===== src/rtl/core/gmspc_pkg.sv =====
// Shared types, constants and a helper function of the grid max-score path counter.
package gmspc_pkg;

    localparam int CFG_W        = 8;
    localparam int KIND_W       = 2;
    localparam int DIGIT_W      = 4;
    localparam int SCORE_W      = 12;
    localparam int COUNT_W      = 30;
    localparam int IN_TDATA_W   = 8;
    localparam int IN_TUSER_W   = 2;
    localparam int OUT_TDATA_W  = 48;
    localparam int SUM_W        = 32;

    localparam int DEF_MAX_GRID = 128;

    localparam logic [CFG_W-1:0]   GRID_RESET = 8'd128;
    localparam logic [COUNT_W-1:0] PATH_MOD   = 30'd1000000007;
    localparam logic [SCORE_W-1:0] SCORE_MAX  = 12'd4095;

    localparam logic [KIND_W-1:0] KIND_DIGIT    = 2'd0;
    localparam logic [KIND_W-1:0] KIND_OBSTACLE = 2'd1;
    localparam logic [KIND_W-1:0] KIND_MARKER   = 2'd2;

    typedef struct packed {
        logic [SCORE_W-1:0] score;
        logic [COUNT_W-1:0] count;
        logic               reach;
    } t_cell;

    typedef struct packed {
        logic is_start;
        logic has_below;
        logic has_right;
        logic is_final;
    } t_pos_flags;

    // Last row/column index for a programmed size, clamped to 1..max_grid.
    function automatic int grid_last(input logic [CFG_W-1:0] size, input int max_grid);
        int s;
        s = int'(size);
        if (s == 0) begin
            return 0;
        end
        if (s > max_grid) begin
            return max_grid - 1;
        end
        return s - 1;
    endfunction

endpackage


===== src/rtl/core/gmspc_ctrl.sv =====
// Grid size register and reverse raster position counters.
module gmspc_ctrl #(
    parameter int MAX_GRID = gmspc_pkg::DEF_MAX_GRID,
    parameter int POS_W    = $clog2(MAX_GRID)
) (
    input  logic                       i_clk,
    input  logic                       i_rst_n,
    input  logic                       i_cfg_we,
    input  logic [gmspc_pkg::CFG_W-1:0] i_cfg_wdata,
    input  logic                       i_advance,
    output logic [POS_W-1:0]           o_col,
    output gmspc_pkg::t_pos_flags      o_flags
);

    logic [gmspc_pkg::CFG_W-1:0] r_grid_size;
    logic [POS_W-1:0]            r_row;
    logic [POS_W-1:0]            r_col;
    logic [POS_W-1:0]            w_last;
    logic [POS_W-1:0]            w_cfg_last;

    assign w_last     = POS_W'(gmspc_pkg::grid_last(r_grid_size, MAX_GRID));
    assign w_cfg_last = POS_W'(gmspc_pkg::grid_last(i_cfg_wdata, MAX_GRID));

    always_ff @(posedge i_clk) begin
        if (!i_rst_n) begin
            r_grid_size <= gmspc_pkg::GRID_RESET;
            r_row       <= POS_W'(gmspc_pkg::grid_last(gmspc_pkg::GRID_RESET, MAX_GRID));
            r_col       <= POS_W'(gmspc_pkg::grid_last(gmspc_pkg::GRID_RESET, MAX_GRID));
        end else if (i_cfg_we) begin
            r_grid_size <= i_cfg_wdata;
            r_row       <= w_cfg_last;
            r_col       <= w_cfg_last;
        end else if (i_advance) begin
            if (r_col == '0) begin
                r_col <= w_last;
                r_row <= (r_row == '0) ? w_last : r_row - POS_W'(1);
            end else begin
                r_col <= r_col - POS_W'(1);
            end
        end
    end

    assign o_col             = r_col;
    assign o_flags.is_start  = (r_row == w_last) && (r_col == w_last);
    assign o_flags.has_below = (r_row != w_last);
    assign o_flags.has_right = (r_col != w_last);
    assign o_flags.is_final  = (r_row == '0) && (r_col == '0);

endmodule


===== config.mk =====
export PLATFORM = sky130hd
export DESIGN_NAME = gmspc_ctrl
export DESIGN_NICKNAME = d
export VERILOG_FILES = /design/src/rtl/core/gmspc_pkg.sv /design/src/rtl/core/gmspc_ctrl.sv
export SDC_FILE = /design/constraint.sdc
export NUM_CORES = 1
export LEC_CHECK = 0
export ABC_AREA = 1
export ABC_CLOCK_PERIOD_IN_PS = 5800
export BUFFER_PORTS_ARGS = -buffer_cell sky130_fd_sc_hd__buf_2
export CAP_MARGIN = 20
export CORE_MARGIN = 5
export CORE_UTILIZATION = 35
export CTS_CLUSTER_DIAMETER = 200
export DETAILED_ROUTE_END_ITERATION = 7
export GPL_ROUTABILITY_DRIVEN = 0
export HOLD_SLACK_MARGIN = 0.1
export PLACE_DENSITY = 0.56
export SLEW_MARGIN = 20
export SYNTH_ARGS = -nofsm -noshare
export SYNTH_HDL_FRONTEND = slang
export SYNTH_SLANG_ARGS = --single-unit
export TNS_END_PERCENT = 1

===== constraint.sdc =====
create_clock -name i_clk -period 5.8 [get_ports i_clk]
set_clock_uncertainty 0.15 [all_clocks]
set_input_delay 1.16 -clock i_clk [delete_from_list [all_inputs] [get_ports i_clk]]
set_output_delay 1.16 -clock i_clk [all_outputs]
set_load 0.01 [all_outputs]

==> Word-level counts from Yosys, hierarchy flattened <==
Index checks and enable logic that the tools add are counted.
{ "word_totals": {"ff_bits": 22, "inputBits": 12, "output_inout_bits": 11, "wordCells": 41} }
{ "classes": {"n_addsub": 4, "n_lt_le_gt_ge": 2, "n_eq_ne": 4, "mux": 19, "n_reduce_logical": 9} }
{ "op_table": {"columns": ["cell", "n"], "rows": [
  ["two-way mux 7 bit", 13],
  ["subtractor 7 x 1 -> 7 bit, second input constant", 4],
  ["> comparator 8 bit, second input constant", 2],
  ["zero test 8 bit", 2],
  ["equality test 7 bit", 2],
  ["zero test 7 bit", 2],
  ["inequality test 7 bit", 2],
  ["two-way mux 1 bit", 6],
  ["nonzero test 2 bit", 2],
  ["logical AND 1 bit", 2],
  ["AND reduction 2 bit", 1]
]} }

==> Longest topological paths before layout <==
Gate-level depths: netlist (run 1).
{ "depth": {"depth_word": 9, "ltp_mapped": 14, "ltp_nobuf": 13} }

==> Worst setup path after synthesis (run 1) <==
No wires, ideal clock.
{ "synth_path": {"path_kind": "flip-flop to output port", "start": "register r_grid_size[0] in the netlist's numbering", "end": "output port o_flags[3] in the netlist's numbering", "arrival_time_ns": 1.722, "required_time_ns": 4.490, "setup_slack_ns": 2.768, "path_stages_with_launch": 14, "n_path_buf": 1, "path_cell_list": "dfxtp_1 > inv_1 > ha_1 > inv_1 > nor2_1 > nand3_2 > nand2_4 > buf_12 > nand3_1 > nand2_1 > nand2_1 > nor2_1 > nand3_1 > nor2_1"} }
{ "synth_lines": {"columns": ["item", "line", "rtl"], "rows": [
  ["from (decl)", "gmspc_ctrl.sv:15", "logic [gmspc_pkg::CFG_W-1:0] r_grid_size;"],
  ["from (signal assigned)", "gmspc_ctrl.sv:26", "r_grid_size <= gmspc_pkg::GRID_RESET;"],
  ["from (signal assigned)", "gmspc_ctrl.sv:30", "r_grid_size <= i_cfg_wdata;"],
  ["to (decl)", "gmspc_ctrl.sv:12", "output gmspc_pkg::t_pos_flags o_flags"]
]} }

==> impl_metrics.ini, run 1 <==
[timing]
timing.fmax_mhz = 267
finalSetupTns_ps = 0
finalCriticalPeriod_ps = 3750
hold_violations = 0
slew_headroom_pct = 64.3
worst_slew_pin_slew_ps = 534
setup_violations = 0
drv_slew = 0
rsz0062_at_grt = false
fin_crit_sh_pct = 64.7

[placement]
io_buffers = 22
place_hpwl_um = 4470

[cells_and_area]
diodes = 0
area.sequential_um2 = 440
multi_input_area_um2 = 1260
num-nets-final = 353
drive_gt1_share_pct = 12.5
n_fill_cell = 594
syn_to_final_growth_pct = 11.6

[setup_path]
crit_type = reg -> out
r2r_cells = 11
critPathMaxFanout = 11
cp_top_family = simple AND/OR/NAND/NOR gates
required_ps = 4490
slowest_stage = nand4_1
crit_path_start_kind = flop
crit_chain = inv_1, ha_1, inv_1, nor2_1, nand4_1, nand2_1, nand2_2, nand2_1, nand2_1, nor2_1, nand3_1, nor2_1, buf_2
path_depth = 13
critPathCaptureType = output pin
arrival_ps = 2440
slowest_delay_ps = 350
crit_buf_inv = 3

[global_route]
grt_overflow_total = 0
grt_max_degree = 25
grt_pass1_wl_um = 9420
antenna_found_initial = 0
track_usage_pct = 16.6
grt_pass1_vias = 1920

[die]
core_region_area_um2 = 5140
die_area_um2 = 6870
std_cell_rows = 26
die_h_um = 82.9
dieWidth_um = 82.9
start_util_pct = 36.2
ios = 23

[synthesis]
synthCells = 314
synth_nets = 331
synth_warnings = 0
synth-async-reset-ratio_pct = 0
synth_compound_area_share_pct = 13.5
synthAdderAreaFrac_pct = 3.36
yosysMostFrequentCell = nand2_1
synth_top_family_by_area = simple AND/OR/NAND/NOR gates
synthDominantAreaCellType = dfxtp_1
muxShareOfSynthArea_pct = 0
yosysUniqueCellTypes = 34
yosys.area.top_type_share_pct = 23.7
synthSimpleGateAreaFrac_pct = 46.8
synthFlopType = dfxtp_1
synth_area_leaders = dfxtp_1 (24%), nand2_1 (21%), nand3_1 (10%)
synth_edf_count = 0
synthTopCellsByCount = nand2_1 (104), nand3_1 (37), nor2_1 (30), inv_1 (29)
ys_ff_latch = 22
ys_seq_area_share_pct = 23.7
synth_area_per_cell_um2 = 5.93
netlist_area_um2 = 1860
synth-xor-area-share_pct = 4.24

[clocking]
cts_buffers = 3
clk-insertion-delay-late_ps = 270
post_cts_resize_count = 0
clkSlewWorstSetupHoldPaths_ps = 100
cts_tree = yes
cts_max_level = 1
postCtsSetupBuffers = 0
cts_sinks = 22
ctsHoldBuffers = 0
clk_path_buf_depth = 2
root_buffer = clkbuf_8

[status]
status = finished clean

[route]
drc = 0
routed_wl_um = 5740
firstDrtPassIters = 5
post_drt_wl_per_cell_um = 14.2
ant_nets = 0
drt_iter0_markers = 130
avgViaCountPerCell = 5.13
vias = 2077

[pwr]
ir_drop_v = 0.0000763
leakage_nw = 1.07
power_density_nw_per_um2 = 213
p_total_mw = 0.443

[job]
drv_cap = 0

[min_path]
min_path_cells = 2
hold_path.class = reg -> reg
per-layer routing:
| layer | GRT usage (%) | wire length, µm | vias to the layer above |
|---|---|---|---|
| met2 | 26.3 | 2550 | 65 |
| met3 | 1.58 | 228 | 6 |
| met1 | 23.8 | 2890 | 934 |
| met4 | 4.90 | 67 | 0 |
| li1 | - | - | 1072 |
| met5 | 0 | 0 | - |
layout by cell type, fill, tap and decap left out, types with 2 or more instances in the layout:
cell type    n
nand2_1    104
nand3_1     37
nor2_1      30
inv_1       29
o21ai_0     22
buf_2       22
dfxtp_1     22
a21oi_1     15
xor2_1       8
nand4_1      7
ha_1         5
nand2_2      4
clkbuf_8     4
nor2_4       3
nand3b_1     3
o21ai_1      2
inv_2        2
kinds of logic after synthesis:
| kind of cell | after synthesis |
|---|---|
| AND/OR/NAND/NOR | 195 |
| AO/OA/AOI/OAI | 46 |
| buffers and inverters | 37 |
| flip-flops | 22 |
| XOR/XNOR | 9 |
| adder cells (fa/ha/maj) | 5 |
registers in the layout (all words and copies together), names as in the netlist:
name,count
r_row,7
o_col,7
r_grid_size,8
worst reg2reg max path, delay by kind of cell (launching register included):
family	cells	cell delay (ps)
AND/OR/NAND/NOR	6	1010
flip-flops	1	320
buffers and inverters	2	230
adder cells (fa/ha/maj)	1	220
AO/OA/AOI/OAI	2	200
worst paths after layout:
check	start	to	slack, ps
worst max-delay path	r_grid_size[0]$_SDFFE_PN0P_	o_flags[3]	2050
worst max register to register	r_grid_size[0]$_SDFFE_PN0P_	o_col[3]$_SDFFE_PN1P_	3540
worst min-delay path	r_row[4]$_SDFFE_PN1P_	r_row[4]$_SDFFE_PN1P_	380
worst min register to register	r_row[4]$_SDFFE_PN1P_	r_row[4]$_SDFFE_PN1P_	380
layout make-up:
type	instances	share of cell area, %
inverter	32	5.78
tap	70	4.22
clock buffer	4	2.65
timing repair buffer	22	5.30
multi-input combinational	255	60.8
sequential	22	21.2
where the power goes:
group          internal (mW)  switching (mW)  total [mW]
sequential             0.162          0.0149       0.177
combinational         0.0492          0.0971       0.146
clock                 0.0607          0.0583       0.119
total                  0.272           0.170       0.443
through the flow:
step | hold slack [ps] | std cells | area [µm²] | setup WS [ps] | utilization [%]
floorplan | 313 | 314 | 1860 | 2770 | -
global placement | 359 | 401 | 2020 | 2460 | 39.3
detailed placement | 352 | 401 | 2020 | 2380 | 39.3
CTS | 374 | 405 | 2080 | 2060 | 40.4
global route | 408 | 405 | 2080 | 1780 | 40.4
finish | 375 | 405 | 2080 | 2050 | 40.4
(Power assumes the default switching activity.)
==> run 2: changes to the inputs <==
- ABC_CLOCK_PERIOD_IN_PS: 5800 -> 3900
- clock period: 5.8 -> 3.9 ns (I/O delays scaled with it)
==> run 2 against run 1 <==
Die area unchanged. Utilization down 0.12 points. Critical endpoint unchanged. Clock power up 29%. Worst setup slack worse by 1500 ps. Largest power group unchanged. Via count up 0.91%. Sequential cell count unchanged. Largest cell class unchanged. Count of clock-buffer cells in the layout down 1. Sequential power up 49%. Critical path type unchanged. Critical path depth unchanged. Power up 44%.
==> impl_metrics.ini, run 2 (synthesis gave the netlist of run 1 again) <==
[status]
status = finished clean

[clocking]
cts_buffers = 3
cts_sinks = 22
cts_max_level = 1
post_cts_resize_count = 0
clkSlewWorstSetupHoldPaths_ps = 90
root_buffer = clkbuf_8
cts_tree = yes
clk-insertion-delay-late_ps = 270
postCtsSetupBuffers = 0
clk_path_buf_depth = 2
ctsHoldBuffers = 0

[route]
firstDrtPassIters = 7
drt_iter0_markers = 209
ant_nets = 0
avgViaCountPerCell = 5.18
routed_wl_um = 5740
drc = 0
post_drt_wl_per_cell_um = 14.2
vias = 2096

[setup_path]
rrSetupSlack_ps = 1660
critPathCaptureType = output pin
crit_path_start_kind = flop
required_ps = 2970
crit_type = reg -> out
r2r_cells = 11
arrival_ps = 2440
critPathMaxFanout = 11

[global_route]
grt_overflow_total = 0
antenna_found_initial = 0
grt_pass1_vias = 1913
grt_pass1_wl_um = 9570
track_usage_pct = 16.8
grt_max_degree = 23

[cells_and_area]
largest_reg_flops = 8
num-nets-final = 354
multi_input_area_um2 = 1260
top_register = r_grid_size
drive_gt1_share_pct = 12.5
final_common_cell = nand2_1
diodes = 0
n_fill_cell = 595
final_cell_mix = nand2_1 (104), nand3_1 (37), nor2_1 (30), inv_1 (29)
syn_to_final_growth_pct = 11.3
area.sequential_um2 = 440

[die]
core_region_area_um2 = 5140
ios = 23
die_h_um = 82.9
die_area_um2 = 6870
start_util_pct = 36.2
dieWidth_um = 82.9
std_cell_rows = 26

[pwr]
power_density_nw_per_um2 = 307
ir_drop_v = 0.000128
leakage_nw = 1.07
p_total_mw = 0.636

[placement]
place_hpwl_um = 4450
io_buffers = 22
place_ws_ps = 871

[timing]
fin_crit_sh_pct = 86.5
finalWorstSetupSlack_ps = 527
slew_headroom_pct = 63.5
hold_violations = 0
setup_violations = 0
finalSetupTns_ps = 0
hold_slack_ps = 372
finalCriticalPeriod_ps = 3370
drv_slew = 0
worst_slew_pin_slew_ps = 545
timing.fmax_mhz = 296
rsz0062_at_grt = false

[min_path]
min_path_cells = 2
hold_path.class = reg -> reg

[job]
drv_cap = 0
## run 2: area by class of cell
cell class / count / share of cell area [%]
tap: 70 / 4.23
inverter: 32 / 5.80
sequential: 22 / 21.3
multi-input combinational: 255 / 61.0
timing repair buffer: 23 / 5.68
clock buffer: 3 / 1.99
## run 2: path summary, 6_finish.rpt
check                                                 start               endpoint
worst max-delay path            r_grid_size[0]$_SDFFE_PN0P_             o_flags[3]
worst min-delay path                  r_row[4]$_SDFFE_PN1P_  r_row[4]$_SDFFE_PN1P_
worst max register to register  r_grid_size[0]$_SDFFE_PN0P_  o_col[3]$_SDFFE_PN1P_
worst min register to register        r_row[4]$_SDFFE_PN1P_  r_row[4]$_SDFFE_PN1P_
## run 2: layer usage
metal,part of all wire (%),wire [µm],track usage [%]
met1,48,2770,23.3
met2,46,2640,27.6
met3,4.4,252,1.98
met4,1.3,73,4.31
met5,0,0,0
## run 2: where the power goes
| group | switching (mW) | internal [mW] |
|---|---|---|
| logic | 0.145 | 0.0738 |
| clock network | 0.0844 | 0.0693 |
| registers | 0.0220 | 0.242 |
| total | 0.251 | 0.385 |
## run 2: metrics by stage
stage	instance area [µm²]	utilization, %	cells
5_1_grt	2070	40.3	405
3_3_place_gp	2030	39.5	402
6_report	2070	40.3	405
4_1_cts	2070	40.3	405
2_1_floorplan	1860	-	314
3_5_place_dp	2030	39.5	402
## run 2: critical path: stages, from the launching register on
cell	delay (ps)
dfxtp_1	310
inv_1	170
ha_1	210
inv_1	50
nor2_1	140
nand4_1	370
nand2_1	270
nand2_2	100
nand2_1	70
nand2_1	50
nor2_1	100
nand3_1	100
nor2_1	100
buf_2	130
