## src/rtl/core/gmspc_pkg.sv

```systemverilog
// Shared types, constants and a helper function of the grid max-score path counter.
package gmspc_pkg;

    localparam int CFG_W        = 8;
    localparam int KIND_W       = 2;
    localparam int DIGIT_W      = 4;
    localparam int SCORE_W      = 12;
    localparam int COUNT_W      = 30;
    localparam int IN_TDATA_W   = 8;
    localparam int IN_TUSER_W   = 2;
    localparam int OUT_TDATA_W  = 48;
    localparam int SUM_W        = 32;

    localparam int DEF_MAX_GRID = 128;

    localparam logic [CFG_W-1:0]   GRID_RESET = 8'd128;
    localparam logic [COUNT_W-1:0] PATH_MOD   = 30'd1000000007;
    localparam logic [SCORE_W-1:0] SCORE_MAX  = 12'd4095;

    localparam logic [KIND_W-1:0] KIND_DIGIT    = 2'd0;
    localparam logic [KIND_W-1:0] KIND_OBSTACLE = 2'd1;
    localparam logic [KIND_W-1:0] KIND_MARKER   = 2'd2;

    typedef struct packed {
        logic [SCORE_W-1:0] score;
        logic [COUNT_W-1:0] count;
        logic               reach;
    } t_cell;

    typedef struct packed {
        logic is_start;
        logic has_below;
        logic has_right;
        logic is_final;
    } t_pos_flags;

    // Last row/column index for a programmed size, clamped to 1..max_grid.
    function automatic int grid_last(input logic [CFG_W-1:0] size, input int max_grid);
        int s;
        s = int'(size);
        if (s == 0) begin
            return 0;
        end
        if (s > max_grid) begin
            return max_grid - 1;
        end
        return s - 1;
    endfunction

endpackage

```

## src/rtl/core/gmspc_cell.sv

```systemverilog
// Cell update: best neighbour score, tie count sum modulo the path modulus.
module gmspc_cell (
    input  logic [gmspc_pkg::KIND_W-1:0]  i_kind,
    input  logic [gmspc_pkg::DIGIT_W-1:0] i_digit,
    input  gmspc_pkg::t_pos_flags         i_flags,
    input  gmspc_pkg::t_cell              i_below,
    input  gmspc_pkg::t_cell              i_right,
    input  gmspc_pkg::t_cell              i_diag,
    output gmspc_pkg::t_cell              o_cur
);

    localparam int SW = gmspc_pkg::SCORE_W;
    localparam int CW = gmspc_pkg::COUNT_W;
    localparam int UW = gmspc_pkg::SUM_W;

    logic          w_vb, w_vr, w_vd, w_any, w_open;
    logic [SW-1:0] w_sb, w_sr, w_sd, w_max_br, w_best;
    logic [UW-1:0] w_sum, w_mod1, w_mod2;
    logic [CW-1:0] w_count;
    logic [SW:0]   w_score_ext;
    logic [SW-1:0] w_add;

    always_comb begin
        w_vb = i_flags.has_below && i_below.reach;
        w_vr = i_flags.has_right && i_right.reach;
        w_vd = i_flags.has_below && i_flags.has_right && i_diag.reach;
        w_any = w_vb || w_vr || w_vd;
        // Kind three counts as an obstacle.
        w_open = (i_kind == gmspc_pkg::KIND_DIGIT) || (i_kind == gmspc_pkg::KIND_MARKER);

        // Masked scores of zero never exceed a real score, so a plain max works.
        w_sb = w_vb ? i_below.score : '0;
        w_sr = w_vr ? i_right.score : '0;
        w_sd = w_vd ? i_diag.score  : '0;
        w_max_br = (w_sb > w_sr) ? w_sb : w_sr;
        w_best   = (w_sd > w_max_br) ? w_sd : w_max_br;

        w_sum = ((w_vb && (w_sb == w_best)) ? UW'(i_below.count) : '0)
              + ((w_vr && (w_sr == w_best)) ? UW'(i_right.count) : '0)
              + ((w_vd && (w_sd == w_best)) ? UW'(i_diag.count)  : '0);
        w_mod1 = UW'(gmspc_pkg::PATH_MOD);
        w_mod2 = UW'(gmspc_pkg::PATH_MOD) << 1;
        if (w_sum >= w_mod2) begin
            w_count = CW'(w_sum - w_mod2);
        end else if (w_sum >= w_mod1) begin
            w_count = CW'(w_sum - w_mod1);
        end else begin
            w_count = CW'(w_sum);
        end

        w_add = (i_kind == gmspc_pkg::KIND_DIGIT) ? SW'(i_digit) : '0;
        w_score_ext = {1'b0, w_best} + {1'b0, w_add};

        if (i_flags.is_start) begin
            o_cur.reach = 1'b1;
            o_cur.score = '0;
            o_cur.count = CW'(1);
        end else if (w_open && w_any) begin
            o_cur.reach = 1'b1;
            o_cur.score = w_score_ext[SW] ? gmspc_pkg::SCORE_MAX : w_score_ext[SW-1:0];
            o_cur.count = w_count;
        end else begin
            o_cur.reach = 1'b0;
            o_cur.score = '0;
            o_cur.count = '0;
        end
    end

endmodule

```

## config.mk

```make
export PLATFORM = sky130hd
export DESIGN_NAME = gmspc_cell
export DESIGN_NICKNAME = d
export VERILOG_FILES = /design/src/rtl/core/gmspc_pkg.sv /design/src/rtl/core/gmspc_cell.sv
export SDC_FILE = /design/constraint.sdc
export NUM_CORES = 1
export LEC_CHECK = 0
export CORE_UTILIZATION = 30
export DETAILED_ROUTE_END_ITERATION = 6
export DONT_BUFFER_PORTS = 1
export GPL_TIMING_DRIVEN = 0
export SLEW_MARGIN = 40
export SYNTH_ARGS = -nofsm -noshare
export SYNTH_HDL_FRONTEND = slang
export SYNTH_SLANG_ARGS = --single-unit
```

## constraint.sdc

```tcl
create_clock -name vclk -period 41.9
set_input_delay 12.57 -clock vclk [all_inputs]
set_output_delay 12.57 -clock vclk [all_outputs]
set_load 0.02 [all_outputs]
```

Word-level counts from Yosys, hierarchy flattened
Index checks and enable logic that the tools add are counted.
{ "word_totals": {"romBits": 0, "in_bits": 139, "memories": 0, "word_cells": 39, "out_inout_bits": 43, "mem_bits_rw": 0, "reg_bits": 0, "latch_bits": 0} }
{ "op_classes": {"order_cmp": 4, "n_reduce_logical": 12, "mul": 0, "div": 0, "eq_ne": 4, "shifts": 0, "muxes": 14, "add_sub_neg": 5, "n_bitwise": 0} }
{ "op_table": {"columns": ["op", "count"], "rows": [
  ["$mux 30", 5],
  ["$mux 43", 2],
  ["$mux 12", 6],
  ["$sub 30x30->30 const B", 2],
  ["$eq 12x12->1", 3],
  ["$add 31x30->32", 1],
  ["$ge 32x30->1 const B", 1],
  ["$ge 32x31->1 const B", 1],
  ["$add 30x30->31", 1],
  ["$gt 12x12->1", 2],
  ["$add 12x4->13", 1],
  ["$logic_and 1x1->1", 8],
  ["$mux 4", 1],
  ["$logic_or 1x1->1", 3],
  ["$eq 2x2->1 const B", 1],
  ["$logic_not 2->1", 1]
]} }

Logic depth before layout (Yosys ltp)
Gate-level depths: netlist (run 1).
{ "logic_depth": {"depth_word": 16, "depth_mapped": 47, "ltp_nobuf": 41} }

Worst setup path after synthesis (run 1)
Ideal clock, no wire load.
{ "synth_timing": {"kind": "input port to output port", "start": "input port i_flags[1] in the netlist's numbering", "end": "output port o_cur[10] in the netlist's numbering", "t_arrival_ns": 21.783, "required_time_ns": 29.330, "stages": 44, "path_buffers": 5, "slack_ns": 7.547, "path_cell_list": "and2_0 -> clkbuf_1 -> nand2_1 -> ha_1 -> nor2b_1 -> o21a_1 -> o21a_1 -> o2111ai_1 -> a31oi_4 -> buf_2 -> mux2_2 -> ha_1 -> nor2b_1 -> o21a_1 -> o21a_1 -> o21bai_1 -> a21oi_1 -> a211oi_1 -> (+8 left out) -> fa_1 -> inv_1 -> ha_1 -> inv_1 -> fa_1 -> and2b_1 -> o21ai_2 -> a211o_1 -> and2_1 -> xor2_2 -> or4_1 -> o221ai_2 -> a211oi_2 -> o21a_2 -> buf_6 -> a211oi_1 -> nor3_1 -> nor3b_1"} }
{ "synth_rtl": {"columns": ["element", "line", "rtl"], "rows": [
  ["start, declared", "gmspc_cell.sv:5", "input gmspc_pkg::t_pos_flags i_flags,"],
  ["end, declared", "gmspc_cell.sv:9", "output gmspc_pkg::t_cell o_cur"]
]} }

==> results of run 1 <==
## critical path: cells and delay by family
family,cells,cell delay (ns)
AOI/OAI and AO/OA,15,3.75
muxes,1,0.44
adders and majority gates,5,1.62
xor gates and xnor gates,2,0.62
and+or+nand+nor,12,2.95
buffers and inverters,8,2.18
## cells by family after synthesis
kind of cell / after synthesis / share of synthesized area
fa+ha+maj: 92 / 0.195
xor+xnor: 58 / 0.0757
mux: 19 / 0.0285
buf+inv: 136 / 0.0805
simple gates: 442 / 0.313
compound gates: 298 / 0.307
## final timing paths
check,start,end,cells past startpoint
setup / recovery,i_flags[1],o_cur[18],43
hold / removal,i_flags[3],o_cur[0],1
## layer usage
| layer | track usage | wire length (um) | up-vias |
|---|---|---|---|
| met5 | 0 | 0 | - |
| met4 | 0.0271 | 372 | 0 |
| met3 | 0.0300 | 1940 | 20 |
| met2 | 0.336 | 11500 | 278 |
| met1 | 0.279 | 11500 | 3609 |
| li1 | - | - | 3762 |
## power breakdown
group / internal, W / total, W / leakage [nW] / switching (W)
Sequential: 0 / 0 / 0 / 0
Clock: 0 / 0 / 0 / 0
Combinational: 0.0000226 / 0.0000608 / 3.40 / 0.0000382
Total: 0.0000226 / 0.0000608 / 3.40 / 0.0000382
## cell type report
class / count / area share
Multi-Input combinational cell: 909 / 0.872
Tap cell: 313 / 0.0519
Inverter: 86 / 0.0428
Buffer: 50 / 0.0332
## through the flow
stage / util / setup WS, ns / total power, W / cells
final: 0.329 / 5.17 / 0.0000608 / 1358
after global routing: 0.329 / 4.24 / 0.0000675 / 1358
after CTS: 0.329 / 5.04 / 0.0000602 / 1358
after detailed placement: 0.329 / 5.08 / 0.0000599 / 1358
after global placement: 0.327 / 4.92 / 0.0000594 / 1358
after floorplan: - / 7.55 / 0.0000466 / 1045
## cells in the mapped netlist, types with 4 or more instances
cell,number
nand2_1,164
inv_1,86
a21oi_1,76
ha_1,59
nor2_1,56
nor3_1,41
xnor2_1,41
o21ai_0,34
fa_1,32
a21o_1,31
nand3_1,31
and2_1,30
clkbuf_1,27
nand4_1,25
buf_2,16
and3_1,15
or3_1,15
o21a_1,14
a211oi_1,13
xor2_1,13
o211ai_1,11
nor3b_1,10
and4_1,9
mux2_2,9
mux2i_1,9
o21bai_1,9
or2_2,9
a31oi_1,8
o21ai_1,8
nor2b_1,7
o31ai_1,7
or4_1,7
a211o_1,6
a21oi_2,5
a211oi_2,4
and2_0,4
buf_6,4
o2111ai_1,4
o211a_1,4
xor2_2,4
==> impl_metrics.ini, run 1 <==
[sta]
max_freq_ghz = 0.0272
tightestPinTransition_ns = 0.857
rsz0062_at_grt = no
slew_headroom = 0.427
finalSetupViolations = 0
fin_tns_setup_ns = 0
finalCritPeriodShare = 0.877
timing.hold.ws_ns = 25.28
slew_violations = 0
hold_violations = 0
finalCriticalPeriod_ns = 36.73

[power_and_ir_drop]
vdd_ir_drop_max_mv = 0.00667
powerDensity_nw_per_um2 = 8.06
p_leak_nw = 3.40

[layout]
fin_area_um2 = 7540
area_growth_pct = 6.18
nets = 1277
multiInputGateArea_um2 = 6580
drive_above_1_share = 0.0919
n_fill_cell = 2528
diodes = 0
nClkBuffers = 0
layout_common_cells = nand2_1 (164), inv_1 (86), a21oi_1 (76), ha_1 (59), nor2_1 (56)
final_common_cell = nand2_1
regArea_um2 = 0
seq_cells = 0

[die]
die_h_um = 156
core-area_um2 = 22900
rows = 55
boundaryPins = 182
die_w_um = 156
start_util = 0.310
dieArea_um2 = 24300

[critical_path]
cp.arrival_ns = 24.16
cp-end-kind = output pin
cp_slowest_cell = nor3b_1
start_kind = input pin
crit_top_cell = ha_1
path_class = input pin to output pin
crit_fanout = 10
critPathMaxStageDelay_ns = 0.68
cp.required_ns = 29.33

[cts]
ctsHoldBuffers = 0
postCtsResizedCells = 0
postCtsSetupRepairBufs = 0

[synth]
yosysWarnings = 0
syn_inst = 1045
yosysSeqAreaShare = 0
synthTopCellsByArea = ha_1 (10%), fa_1 (9.0%), nand2_1 (8.7%), a21oi_1 (5.4%), xnor2_1 (5.1%)
syn_area_um2 = 7110
yosys.area.top_type = ha_1
yosysTopAreaCellShare = 0.104
synth_nets = 1275
yosysUniqueCellTypes = 98
post_synth.cell_area_avg_um2 = 6.80

[detailed_routing]
ant_nets = 0
routedWlPerCell_um = 18.6
firstDrtPassIters = 4
drt_iter0_drc = 473
viasPerCell = 5.65
vias = 7669
drc = 0
wl_um = 25300

[placement]
io_buffer_count = 0
place_area_um2 = 7540
gp_congestion = 0.955
dp_hpwl_um = 21300

[min_path]
hold_path.class = input pin to output pin

[global_route]
overflow = 0
grt_pass1_vias = 7112
grt_pass1_wl_um = 38900
antenna_found_initial = 2
grt_max_degree = 11
grt_use_total = 0.202

[job]
cap_violations = 0

[run_status]
status = complete, no violations
Note: power is estimated with default switching activity, not from simulation.
==> inputs of run 2 (changes only) <==
CELL_PAD_IN_SITES_DETAIL_PLACEMENT = 2   (was unset)
CELL_PAD_IN_SITES_GLOBAL_PLACEMENT = 2   (was unset)
PLACE_DENSITY_LB_ADDON = 0.1   (was unset)
==> run 2 against run 1 <==
Total power grew 4.7%. First-iteration DRC count fell by 34%. Critical path depth did not move. Fmax is 0.54% lower. Critical path type unchanged. Die area is the same. Non-clock buffer count unchanged. Design area about the same. Sequential share of layout area unchanged. Worst hold slack improved by 0.0040 ns.
==> impl_metrics.ini, run 2 (synthesis gave the netlist of run 1 again) <==
[die]
start_util = 0.310
die_w_um = 156
rows = 55
core-area_um2 = 22900
dieArea_um2 = 24300
boundaryPins = 182
die_h_um = 156

[sta]
slew_headroom = 0.432
finalCritPeriodShare = 0.881
hold_violations = 0
slew_violations = 0
finalCriticalPeriod_ns = 36.93
max_freq_ghz = 0.0271
fin_tns_setup_ns = 0
timing.hold.ws_ns = 25.29
tightestPinTransition_ns = 0.845
rsz0062_at_grt = no
finalSetupViolations = 0

[detailed_routing]
firstDrtPassIters = 5
drc = 0
vias = 7790
viasPerCell = 5.74
wl_um = 28900
routedWlPerCell_um = 21.3
ant_nets = 0
drt_iter0_drc = 313

[global_route]
grt_max_degree = 11
overflow = 0
grt_pass1_wl_um = 44700
grt_use_total = 0.233
antenna_found_initial = 0
grt_pass1_vias = 7997

[critical_path]
cp.arrival_ns = 24.36
start_kind = input pin
critPathMaxStageDelay_ns = 0.68
path_class = input pin to output pin
crit_fanout = 10
cp.required_ns = 29.33
cp-end-kind = output pin
cp_slowest_cell = nor3b_1

[layout]
drive_above_1_share = 0.0928
diodes = 0
final_common_cell = nand2_1
nets = 1277
nClkBuffers = 0
seq_cells = 0
area_growth_pct = 6.20
layout_common_cells = nand2_1 (164), inv_1 (86), a21oi_1 (76), ha_1 (59), nor2_1 (56)
regArea_um2 = 0

[run_status]
status = complete, no violations

[job]
cap_violations = 0

[placement]
dp_hpwl_um = 24700
gp_congestion = 0.840
io_buffer_count = 0

[power_and_ir_drop]
vdd_ir_drop_max_mv = 0.00506
power_w = 0.0000636
p_leak_nw = 3.40
powerDensity_nw_per_um2 = 8.43

[cts]
postCtsSetupRepairBufs = 0
postCtsResizedCells = 0
ctsHoldBuffers = 0

[min_path]
hold_start = i_flags[3]
hold_depth = 1
min_to = o_cur[0]
hold_path.class = input pin to output pin
-- run 2: cell types whose count changed in the layout (fill, tap and decap cells not counted) --
cell      before  now
clkbuf_2       1    2
nor3b_2        3    5
o31ai_1        4    5
clkbuf_1      26   25
o31ai_2        3    2
nor3_2         2    1
nor3b_1        7    5
nor3_1        40   41
-- run 2: how the worst max path moves through the flow --
stage | startpoint | end | slack, ns
after floorplan | i_flags[1] | o_cur[10] | 7.55
after global placement | i_flags[1] | o_cur[2] | 4.66
after detailed placement | i_flags[1] | o_cur[21] | 4.96
after CTS | i_flags[1] | o_cur[21] | 4.91
after global routing | i_flags[1] | o_cur[15] | 4.11
final | i_flags[1] | o_cur[21] | 4.97
-- run 2: power by group --
part	internal [W]	leakage, nW	total [W]	switching [W]
clock	0	0	0	0
combinational	0.0000227	3.40	0.0000636	0.0000409
sequential	0	0	0	0
total	0.0000227	3.40	0.0000636	0.0000409
-- run 2: per-layer routing --
layer | vias up | share of wire | global-route usage | routed length, um
met5 | - | 0 | 0 | 0
met2 | 170 | 0.47 | 0.406 | 13600
met3 | 24 | 0.049 | 0.0261 | 1400
met4 | 0 | 0.013 | 0.0285 | 379
li1 | 3747 | - | - | -
met1 | 3849 | 0.47 | 0.314 | 13500
-- run 2: area by class of cell --
| type | instances | area, um^2 |
|---|---|---|
| plain buffers | 50 | 251 |
| inverters | 86 | 323 |
| multi-input cells | 909 | 6580 |
| fillers | 2847 | 15400 |
| well taps | 313 | 392 |
-- run 2: worst max-delay path: cells and delay by family --
family / cells / cell delay [ns]
buf+inv: 8 / 2.12
mux: 1 / 0.44
simple gates: 11 / 2.90
compound gates: 17 / 4.40
fa+ha+maj: 5 / 1.68
xor+xnor: 1 / 0.19
-- run 2: through the flow --
step	util	cells	area, um^2	setup slack [ns]
after floorplan	-	1045	7110	7.55
after global placement	0.327	1358	7500	4.66
after detailed placement	0.329	1358	7530	4.96
after CTS	0.329	1358	7530	4.91
after global routing	0.329	1358	7550	4.11
final	0.329	1358	7550	4.97
